### src/rtl/esc_pkg.sv
// -----------------------------------------------------------------------------
// esc_pkg
// types, constants and the month table of the epoch to calendar pipeline
// -----------------------------------------------------------------------------
`timescale 1ns / 1ps

package esc_pkg;

   // seconds per day is 2^7 * 675
   localparam int unsigned DAY_SHIFT     = 7;
   localparam logic [23:0] DAY_ODD       = 24'd675;
   localparam logic [48:0] RECIP_DAY     = 49'd25451658;   // floor(2^34 / 675)
   localparam int unsigned RECIP_DAY_SH  = 34;

   localparam logic [25:0] RECIP_HOUR    = 26'd4661;       // ceil(2^20 / 225)
   localparam int unsigned RECIP_HOUR_SH = 20;
   localparam logic [16:0] SECS_HOUR     = 17'd3600;

   localparam logic [22:0] RECIP_MIN     = 23'd4370;       // ceil(2^16 / 15)
   localparam int unsigned RECIP_MIN_SH  = 16;
   localparam logic [11:0] SECS_MIN      = 12'd60;

   localparam logic [30:0] RECIP_WEEK    = 31'd37450;      // ceil(2^18 / 7)
   localparam int unsigned RECIP_WEEK_SH = 18;
   localparam logic [14:0] WEEK_DAYS     = 15'd7;
   localparam logic [14:0] FIRST_WEEKDAY = 15'd4;

   // days counted from 1968-01-01, the leap year opening a four year cycle
   localparam logic [30:0] RECIP_QUAD    = 31'd45934;      // ceil(2^26 / 1461)
   localparam int unsigned RECIP_QUAD_SH = 26;
   localparam logic [14:0] QUAD_DAYS     = 15'd1461;
   localparam logic [14:0] EPOCH_OFFSET  = 15'd731;
   localparam logic [10:0] BASE_YEAR     = 11'd1968;

   localparam logic [10:0] YEAR1_START   = 11'd366;
   localparam logic [10:0] YEAR2_START   = 11'd731;
   localparam logic [10:0] YEAR3_START   = 11'd1096;

   typedef struct packed {
      logic [14:0] days;
      logic [16:0] hms;
   } esc_split_type;

   typedef struct packed {
      logic [4:0]  hour;
      logic [11:0] rest;
      logic [2:0]  weekday;
      logic [4:0]  quad;
      logic [10:0] quad_rem;
   } esc_field_type;

   typedef struct packed {
      logic [10:0] year;
      logic [3:0]  month;
      logic [4:0]  day_of_month;
      logic [4:0]  hour;
      logic [5:0]  minute;
      logic [5:0]  second;
      logic [2:0]  weekday;
   } esc_date_type;

   // first day of month idx (0 = january) counted from the first of january
   function automatic logic [8:0] month_start(input logic [3:0] idx, input logic leap);
      logic [8:0] base;
      unique case (idx)
         4'd0:    base = 9'd0;
         4'd1:    base = 9'd31;
         4'd2:    base = 9'd59;
         4'd3:    base = 9'd90;
         4'd4:    base = 9'd120;
         4'd5:    base = 9'd151;
         4'd6:    base = 9'd181;
         4'd7:    base = 9'd212;
         4'd8:    base = 9'd243;
         4'd9:    base = 9'd273;
         4'd10:   base = 9'd304;
         4'd11:   base = 9'd334;
         default: base = 9'd0;
      endcase
      return (leap && (idx >= 4'd2)) ? base + 9'd1 : base;
   endfunction

endpackage

### src/rtl/esc_day_split.sv
// -----------------------------------------------------------------------------
// esc_day_split
// two stage split of epoch seconds into whole days and seconds of the day
// -----------------------------------------------------------------------------
`timescale 1ns / 1ps

module esc_day_split (
   input  logic                  clock,
   input  logic                  reset,
   input  logic                  in_valid,
   output logic                  in_ready,
   input  logic [30:0]           in_seconds,
   output logic                  out_valid,
   input  logic                  out_ready,
   output esc_pkg::esc_split_type out_data
);

   logic        va_ff;
   logic        vb_ff;
   logic        en_a;
   logic        en_b;
   logic [23:0] x_in;
   logic [48:0] prod_in;
   logic [23:0] x_ff;
   logic [6:0]  low_ff;
   logic [14:0] q0_ff;
   logic [23:0] rem_full;
   logic [10:0] rem;
   logic        fix;
   logic [10:0] rem_fix;
   esc_pkg::esc_split_type split_in;
   esc_pkg::esc_split_type split_ff;

   assign en_b     = !vb_ff || out_ready;
   assign en_a     = !va_ff || en_b;
   assign in_ready = en_a;

   // day estimate by reciprocal, low by at most one
   assign x_in    = in_seconds[30:esc_pkg::DAY_SHIFT];
   assign prod_in = 49'(x_in) * esc_pkg::RECIP_DAY;

   always_ff @(posedge clock) begin
      if (reset) begin
         va_ff <= 1'b0;
      end else if (en_a) begin
         va_ff <= in_valid;
      end
   end

   always_ff @(posedge clock) begin
      if (en_a && in_valid) begin
         x_ff   <= x_in;
         low_ff <= in_seconds[esc_pkg::DAY_SHIFT-1:0];
         q0_ff  <= prod_in[esc_pkg::RECIP_DAY_SH +: 15];
      end
   end

   // correction step
   assign rem_full = x_ff - 24'(q0_ff) * esc_pkg::DAY_ODD;
   assign rem      = rem_full[10:0];
   assign fix      = (rem >= esc_pkg::DAY_ODD[10:0]);
   assign rem_fix  = fix ? rem - esc_pkg::DAY_ODD[10:0] : rem;

   always_comb begin
      split_in.days = q0_ff + 15'(fix);
      split_in.hms  = {rem_fix[9:0], low_ff};
   end

   always_ff @(posedge clock) begin
      if (reset) begin
         vb_ff <= 1'b0;
      end else if (en_b) begin
         vb_ff <= va_ff;
      end
   end

   always_ff @(posedge clock) begin
      if (en_b && va_ff) begin
         split_ff <= split_in;
      end
   end

   assign out_valid = vb_ff;
   assign out_data  = split_ff;

endmodule

### src/rtl/esc_field_calc.sv
// -----------------------------------------------------------------------------
// esc_field_calc
// two stage hour, weekday and four year cycle extraction
// -----------------------------------------------------------------------------
`timescale 1ns / 1ps

module esc_field_calc (
   input  logic                  clock,
   input  logic                  reset,
   input  logic                  in_valid,
   output logic                  in_ready,
   input  esc_pkg::esc_split_type in_data,
   output logic                  out_valid,
   input  logic                  out_ready,
   output esc_pkg::esc_field_type out_data
);

   logic        va_ff;
   logic        vb_ff;
   logic        en_a;
   logic        en_b;
   logic [25:0] hour_prod;
   logic [14:0] w_in;
   logic [14:0] d_in;
   logic [30:0] w_prod;
   logic [30:0] d_prod;
   logic [4:0]  hour_ff;
   logic [16:0] hms_ff;
   logic [14:0] w_ff;
   logic [11:0] wq_ff;
   logic [14:0] d_ff;
   logic [4:0]  quad_ff;
   logic [16:0] rest_full;
   logic [14:0] wd_full;
   logic [14:0] qr_full;
   esc_pkg::esc_field_type field_in;
   esc_pkg::esc_field_type field_ff;

   assign en_b     = !vb_ff || out_ready;
   assign en_a     = !va_ff || en_b;
   assign in_ready = en_a;

   assign hour_prod = 26'(in_data.hms[16:4]) * esc_pkg::RECIP_HOUR;
   assign w_in      = in_data.days + esc_pkg::FIRST_WEEKDAY;
   assign d_in      = in_data.days + esc_pkg::EPOCH_OFFSET;
   assign w_prod    = 31'(w_in) * esc_pkg::RECIP_WEEK;
   assign d_prod    = 31'(d_in) * esc_pkg::RECIP_QUAD;

   always_ff @(posedge clock) begin
      if (reset) begin
         va_ff <= 1'b0;
      end else if (en_a) begin
         va_ff <= in_valid;
      end
   end

   always_ff @(posedge clock) begin
      if (en_a && in_valid) begin
         hour_ff <= hour_prod[esc_pkg::RECIP_HOUR_SH +: 5];
         hms_ff  <= in_data.hms;
         w_ff    <= w_in;
         wq_ff   <= w_prod[esc_pkg::RECIP_WEEK_SH +: 12];
         d_ff    <= d_in;
         quad_ff <= d_prod[esc_pkg::RECIP_QUAD_SH +: 5];
      end
   end

   // remainders
   assign rest_full = hms_ff - 17'(hour_ff) * esc_pkg::SECS_HOUR;
   assign wd_full   = w_ff - 15'(wq_ff) * esc_pkg::WEEK_DAYS;
   assign qr_full   = d_ff - 15'(quad_ff) * esc_pkg::QUAD_DAYS;

   always_comb begin
      field_in.hour     = hour_ff;
      field_in.rest     = rest_full[11:0];
      field_in.weekday  = wd_full[2:0];
      field_in.quad     = quad_ff;
      field_in.quad_rem = qr_full[10:0];
   end

   always_ff @(posedge clock) begin
      if (reset) begin
         vb_ff <= 1'b0;
      end else if (en_b) begin
         vb_ff <= va_ff;
      end
   end

   always_ff @(posedge clock) begin
      if (en_b && va_ff) begin
         field_ff <= field_in;
      end
   end

   assign out_valid = vb_ff;
   assign out_data  = field_ff;

endmodule

### src/rtl/esc_date_calc.sv
// -----------------------------------------------------------------------------
// esc_date_calc
// two stage minute, second, year, month and day of month resolution
// -----------------------------------------------------------------------------
`timescale 1ns / 1ps

module esc_date_calc (
   input  logic                  clock,
   input  logic                  reset,
   input  logic                  in_valid,
   output logic                  in_ready,
   input  esc_pkg::esc_field_type in_data,
   output logic                  out_valid,
   input  logic                  out_ready,
   output esc_pkg::esc_date_type  out_data
);

   logic        va_ff;
   logic        vb_ff;
   logic        en_a;
   logic        en_b;
   logic [22:0] min_prod;
   logic [1:0]  yic;
   logic [10:0] ystart;
   logic [10:0] doy_full;
   logic [10:0] year_in;
   logic [5:0]  minute_ff;
   logic [11:0] rest_ff;
   logic [4:0]  hour_ff;
   logic [2:0]  weekday_ff;
   logic [10:0] year_ff;
   logic [8:0]  doy_ff;
   logic        leap_ff;
   logic [11:0] sec_full;
   logic [3:0]  midx;
   logic [8:0]  day_full;
   esc_pkg::esc_date_type date_in;
   esc_pkg::esc_date_type date_ff;

   assign en_b     = !vb_ff || out_ready;
   assign en_a     = !va_ff || en_b;
   assign in_ready = en_a;

   assign min_prod = 23'(in_data.rest[11:2]) * esc_pkg::RECIP_MIN;

   // year within the four year cycle, the first one being leap
   always_comb begin
      priority if (in_data.quad_rem >= esc_pkg::YEAR3_START) begin
         yic    = 2'd3;
         ystart = esc_pkg::YEAR3_START;
      end else if (in_data.quad_rem >= esc_pkg::YEAR2_START) begin
         yic    = 2'd2;
         ystart = esc_pkg::YEAR2_START;
      end else if (in_data.quad_rem >= esc_pkg::YEAR1_START) begin
         yic    = 2'd1;
         ystart = esc_pkg::YEAR1_START;
      end else begin
         yic    = 2'd0;
         ystart = 11'd0;
      end
   end

   assign doy_full = in_data.quad_rem - ystart;
   assign year_in  = esc_pkg::BASE_YEAR + {4'd0, in_data.quad, 2'd0} + 11'(yic);

   always_ff @(posedge clock) begin
      if (reset) begin
         va_ff <= 1'b0;
      end else if (en_a) begin
         va_ff <= in_valid;
      end
   end

   always_ff @(posedge clock) begin
      if (en_a && in_valid) begin
         minute_ff  <= min_prod[esc_pkg::RECIP_MIN_SH +: 6];
         rest_ff    <= in_data.rest;
         hour_ff    <= in_data.hour;
         weekday_ff <= in_data.weekday;
         year_ff    <= year_in;
         doy_ff     <= doy_full[8:0];
         leap_ff    <= (yic == 2'd0);
      end
   end

   assign sec_full = rest_ff - 12'(minute_ff) * esc_pkg::SECS_MIN;

   // month index is the number of later month starts already reached
   always_comb begin
      midx = 4'd0;
      for (int k = 1; k < 12; k++) begin
         if (doy_ff >= esc_pkg::month_start(4'(k), leap_ff)) begin
            midx = midx + 4'd1;
         end
      end
   end

   assign day_full = doy_ff - esc_pkg::month_start(midx, leap_ff) + 9'd1;

   always_comb begin
      date_in.year         = year_ff;
      date_in.month        = midx + 4'd1;
      date_in.day_of_month = day_full[4:0];
      date_in.hour         = hour_ff;
      date_in.minute       = minute_ff;
      date_in.second       = sec_full[5:0];
      date_in.weekday      = weekday_ff;
   end

   always_ff @(posedge clock) begin
      if (reset) begin
         vb_ff <= 1'b0;
      end else if (en_b) begin
         vb_ff <= va_ff;
      end
   end

   always_ff @(posedge clock) begin
      if (en_b && va_ff) begin
         date_ff <= date_in;
      end
   end

   assign out_valid = vb_ff;
   assign out_data  = date_ff;

endmodule

### src/rtl/epoch_seconds_to_calendar_core.sv
// -----------------------------------------------------------------------------
// epoch_seconds_to_calendar_core
// seconds since 1970-01-01 00:00:00 to calendar date, time and weekday
//
//   channel   direction   handshake            payload
//   req       in          req_valid/req_ready  req_epoch_seconds
//   rsp       out         rsp_valid/rsp_ready  rsp_year .. rsp_weekday
//
// one request per cycle sustained while the receiver keeps rsp_ready high
// six register stages in three sections, each stage with its own valid bit
// a stage loads when it is empty or the stage after it moves, so bubbles close up
// reset clears only the valid bits; payload registers carry no reset
// -----------------------------------------------------------------------------
`timescale 1ns / 1ps

module epoch_seconds_to_calendar_core (
   input  logic        clock,
   input  logic        reset,
   input  logic        req_valid,
   output logic        req_ready,
   input  logic [30:0] req_epoch_seconds,
   output logic        rsp_valid,
   input  logic        rsp_ready,
   output logic [10:0] rsp_year,
   output logic [3:0]  rsp_month,
   output logic [4:0]  rsp_day_of_month,
   output logic [4:0]  rsp_hour,
   output logic [5:0]  rsp_minute,
   output logic [5:0]  rsp_second,
   output logic [2:0]  rsp_weekday
);

   logic                   split_valid;
   logic                   split_ready;
   esc_pkg::esc_split_type split_data;
   logic                   field_valid;
   logic                   field_ready;
   esc_pkg::esc_field_type field_data;
   esc_pkg::esc_date_type  date_data;

   esc_day_split u_split (
      .clock      (clock),
      .reset      (reset),
      .in_valid   (req_valid),
      .in_ready   (req_ready),
      .in_seconds (req_epoch_seconds),
      .out_valid  (split_valid),
      .out_ready  (split_ready),
      .out_data   (split_data)
   );

   esc_field_calc u_field (
      .clock     (clock),
      .reset     (reset),
      .in_valid  (split_valid),
      .in_ready  (split_ready),
      .in_data   (split_data),
      .out_valid (field_valid),
      .out_ready (field_ready),
      .out_data  (field_data)
   );

   esc_date_calc u_date (
      .clock     (clock),
      .reset     (reset),
      .in_valid  (field_valid),
      .in_ready  (field_ready),
      .in_data   (field_data),
      .out_valid (rsp_valid),
      .out_ready (rsp_ready),
      .out_data  (date_data)
   );

   assign rsp_year         = date_data.year;
   assign rsp_month        = date_data.month;
   assign rsp_day_of_month = date_data.day_of_month;
   assign rsp_hour         = date_data.hour;
   assign rsp_minute       = date_data.minute;
   assign rsp_second       = date_data.second;
   assign rsp_weekday      = date_data.weekday;

endmodule

### config.mk
export PLATFORM = sky130hd
export DESIGN_NAME = epoch_seconds_to_calendar_core
export DESIGN_NICKNAME = d
export VERILOG_FILES = /design/src/rtl/esc_pkg.sv /design/src/rtl/esc_day_split.sv /design/src/rtl/esc_field_calc.sv /design/src/rtl/esc_date_calc.sv /design/src/rtl/epoch_seconds_to_calendar_core.sv
export SDC_FILE = /design/constraint.sdc
export NUM_CORES = 2
export LEC_CHECK = 0
export ABC_AREA = 1
export BUFFER_PORTS_ARGS = -buffer_cell sky130_fd_sc_hd__buf_2
export CAP_MARGIN = 20
export CORE_UTILIZATION = 30
export CTS_CLUSTER_SIZE = 28
export DETAILED_ROUTE_END_ITERATION = 16
export GPL_TIMING_DRIVEN = 0
export PLACE_DENSITY = 0.49
export SYNTH_ARGS = -nofsm -noshare
export SYNTH_HDL_FRONTEND = slang
export SYNTH_SLANG_ARGS = --single-unit
### constraint.sdc
create_clock -name clock -period 15.52 [get_ports clock]
set_input_delay 3.104 -clock clock [delete_from_list [all_inputs] [get_ports clock]]
set_output_delay 3.104 -clock clock [all_outputs]
set_load 0.02 [all_outputs]
==> run metrics <==
outcome complete, no violations; Starting Density 0.303; # setup viols final 0; hold buffers post-CTS 0; CP Launch Type flip-flop; period utilization 0.647; Die H ~330 um; DR WL/cell roughly 14 um; crit path DAT about 10,000 ps; Place WS 5460 ps; hold depth 0; R2R cell count 52; Layout Skew ~15 ps; measured slew at the worst slew-check pin between 1000 and 1500 ps; unrepaired setup endpoints after global routing no; WP depth 52; global-route wire length before repair between 100,000 and 150,000 um; drt drc 0; largest net degree at the start of global routing 37; Syn Inst Count 3,139; CTS Buffer Depth 3; most frequent CP cell ha_1; final hold vios 0; Rel. slew slack 0.279; Area growth, synth to finish 9.89%; 1st-pass router iterations 5; Cell variety after synth 54; Ports 77; die area 106,000 sq um; Post-Syn Nets roughly 4.3k; Avg Cell Area, Syn around 10 sq um; most frequent cells in the layout inv_1 (786), ha_1 (738), fa_1 (339); hpwl dp roughly 54,000 um; fillers 10.8k; vias 19.9k; Critical-path top delay cell edfxtp_1; TritonCTS clock tree built; Post-synth EDFFs between 200 and 250; WP data required about 16,000 ps; crit-path leading delay family adder cells; crit path max fanout 6; Reg area between 6000 and 7000 sq um; initial DRC count approximately 650; Area contributors post-synth ha_1 (29%), fa_1 (22%), edfxtp_1 (21%), inv_1 (9.4%), nand2_1 (3.5%); CTS buffer count 27; total negative slack 0 ps; Die Width about 330 um; worst skew pair latency ~570 ps; grt total ovfl 0; vias in the first global route between 20k and 25k; Max Slew Vio Count 0; placed instance area 33,600 sq um; Post-layout nets between 4k and 5k; max_cap viols 0; initial antenna violation count 4; final worst slack about 5500 ps; WS Path Type reg2reg; worst min path class reg2reg; cell taking the most area after synthesis ha_1; Synth top area share 0.294; Final Cell Area around 35,000 sq um; Routability Congestion around 0.84; PortBufs 76; top achievable clock speed ~100 MHz; gr usage total 0.124; Synth async-reset ratio 0; vias per cell 4.28; # clock sinks about 220; Root Buffer clkbuf_16; Yosys reg bits 223; H-tree Lvls 1; Post-CTS Setup Inserts 0; Core Footprint 104,000 sq um; yosys warns 0; Detailed Route WL 63,400 um; Post-Syn Area 31,400 sq um; CP bufs+invs 12; Tmin final 10,050 ps; Top FF cell, synth edfxtp_1; antenna-violating nets left 0; sequential area share after synthesis 0.211; FP Rows roughly 120; Worst-path clk slew roughly 60 ps; share of cells above drive strength 1 0.0642; Multi-input gate area around 22,000 sq um; Setup crit end kind flip-flop; commonest non-fill, non-tap cell in the layout inv_1; Post-CTS Resized 0; Crit path largest cell delay around 500 ps
## stage by stage
stage | utilization | hold slack [ps] | cells
after floorplan | - | 400 | 3139
after global placement | 0.323 | 400 | 4595
after detailed placement | 0.325 | 405 | 4600
after CTS | 0.333 | 415 | 4650
after global routing | 0.333 | 403 | 4650
final | 0.333 | 416 | 4651
## metal layers
layer	vias up	share of wire	routed length [um]	track usage
met5	-	0.00011	7	0
met4	2	0.012	735	0.0172
met3	47	0.023	1450	0.0111
met2	178	0.46	29400	0.212
met1	9339	0.50	31800	0.171
li1	10335	-	-	-
## final timing paths
path,from,to,slack (ps)
setup reg to reg,u_date.leap_ff,u_date.out_data[23],5470
hold reg to reg,u_field.out_data[34],u_date.hour_ff[3],420
setup / recovery,u_date.leap_ff,u_date.out_data[23],5470
hold / removal,u_field.out_data[34],u_date.hour_ff[3],420
## synth_stat cells, drive strengths merged (3+ instances only)
cell type  number
edfxtp        217
a21oi         135
a21o            8
fa            339
a31oi          11
o2111ai         3
o221ai          3
nor2          130
o31ai           5
xor2          103
ha            738
inv           798
dfxtp           6
nand3b          5
and3            3
o21bai          9
nand2         321
o21a            3
nand3          89
xnor2          59
nor3           18
a21boi          4
or2             9
nand4          20
buf             7
o21ai          72
## cells by family after synthesis
logic type                 after synthesis  synth area share
DFF                                    223             0.211
and+or+nand+nor                        600            0.0870
buffers and inverters                  808            0.0976
xor gates and xnor gates               162            0.0454
AOI/OAI and AO/OA                      269            0.0485
adders and majority gates             1077             0.510
## flip-flops by register name, indices dropped and copies added, names as in the netlist, 6 cells and up
register / flops
u_split.q0_ff: 15
u_split.out_data: 32
u_date.rest_ff: 6
u_field.hms_ff: 12
u_field.d_ff: 11
u_field.out_data: 36
u_date.doy_ff: 9
u_date.year_ff: 9
u_split.low_ff: 7
u_date.out_data: 38
u_date.minute_ff: 6
u_split.x_ff: 11
## final cells by class
class | count | share of cell area
tap | 1380 | 0.0500
inverter | 800 | 0.0870
clock buffer | 31 | 0.0200
multi-input combinational | 2108 | 0.630
timing repair buffer | 81 | 0.0141
antenna | 1 | 0.0000725
clock inverter | 19 | 0.00508
buffer | 8 | 0.00185
sequential | 223 | 0.192
Power is not shown: default switching activity piles up to over one toggle a cycle in this logic, so the estimate is an artifact.
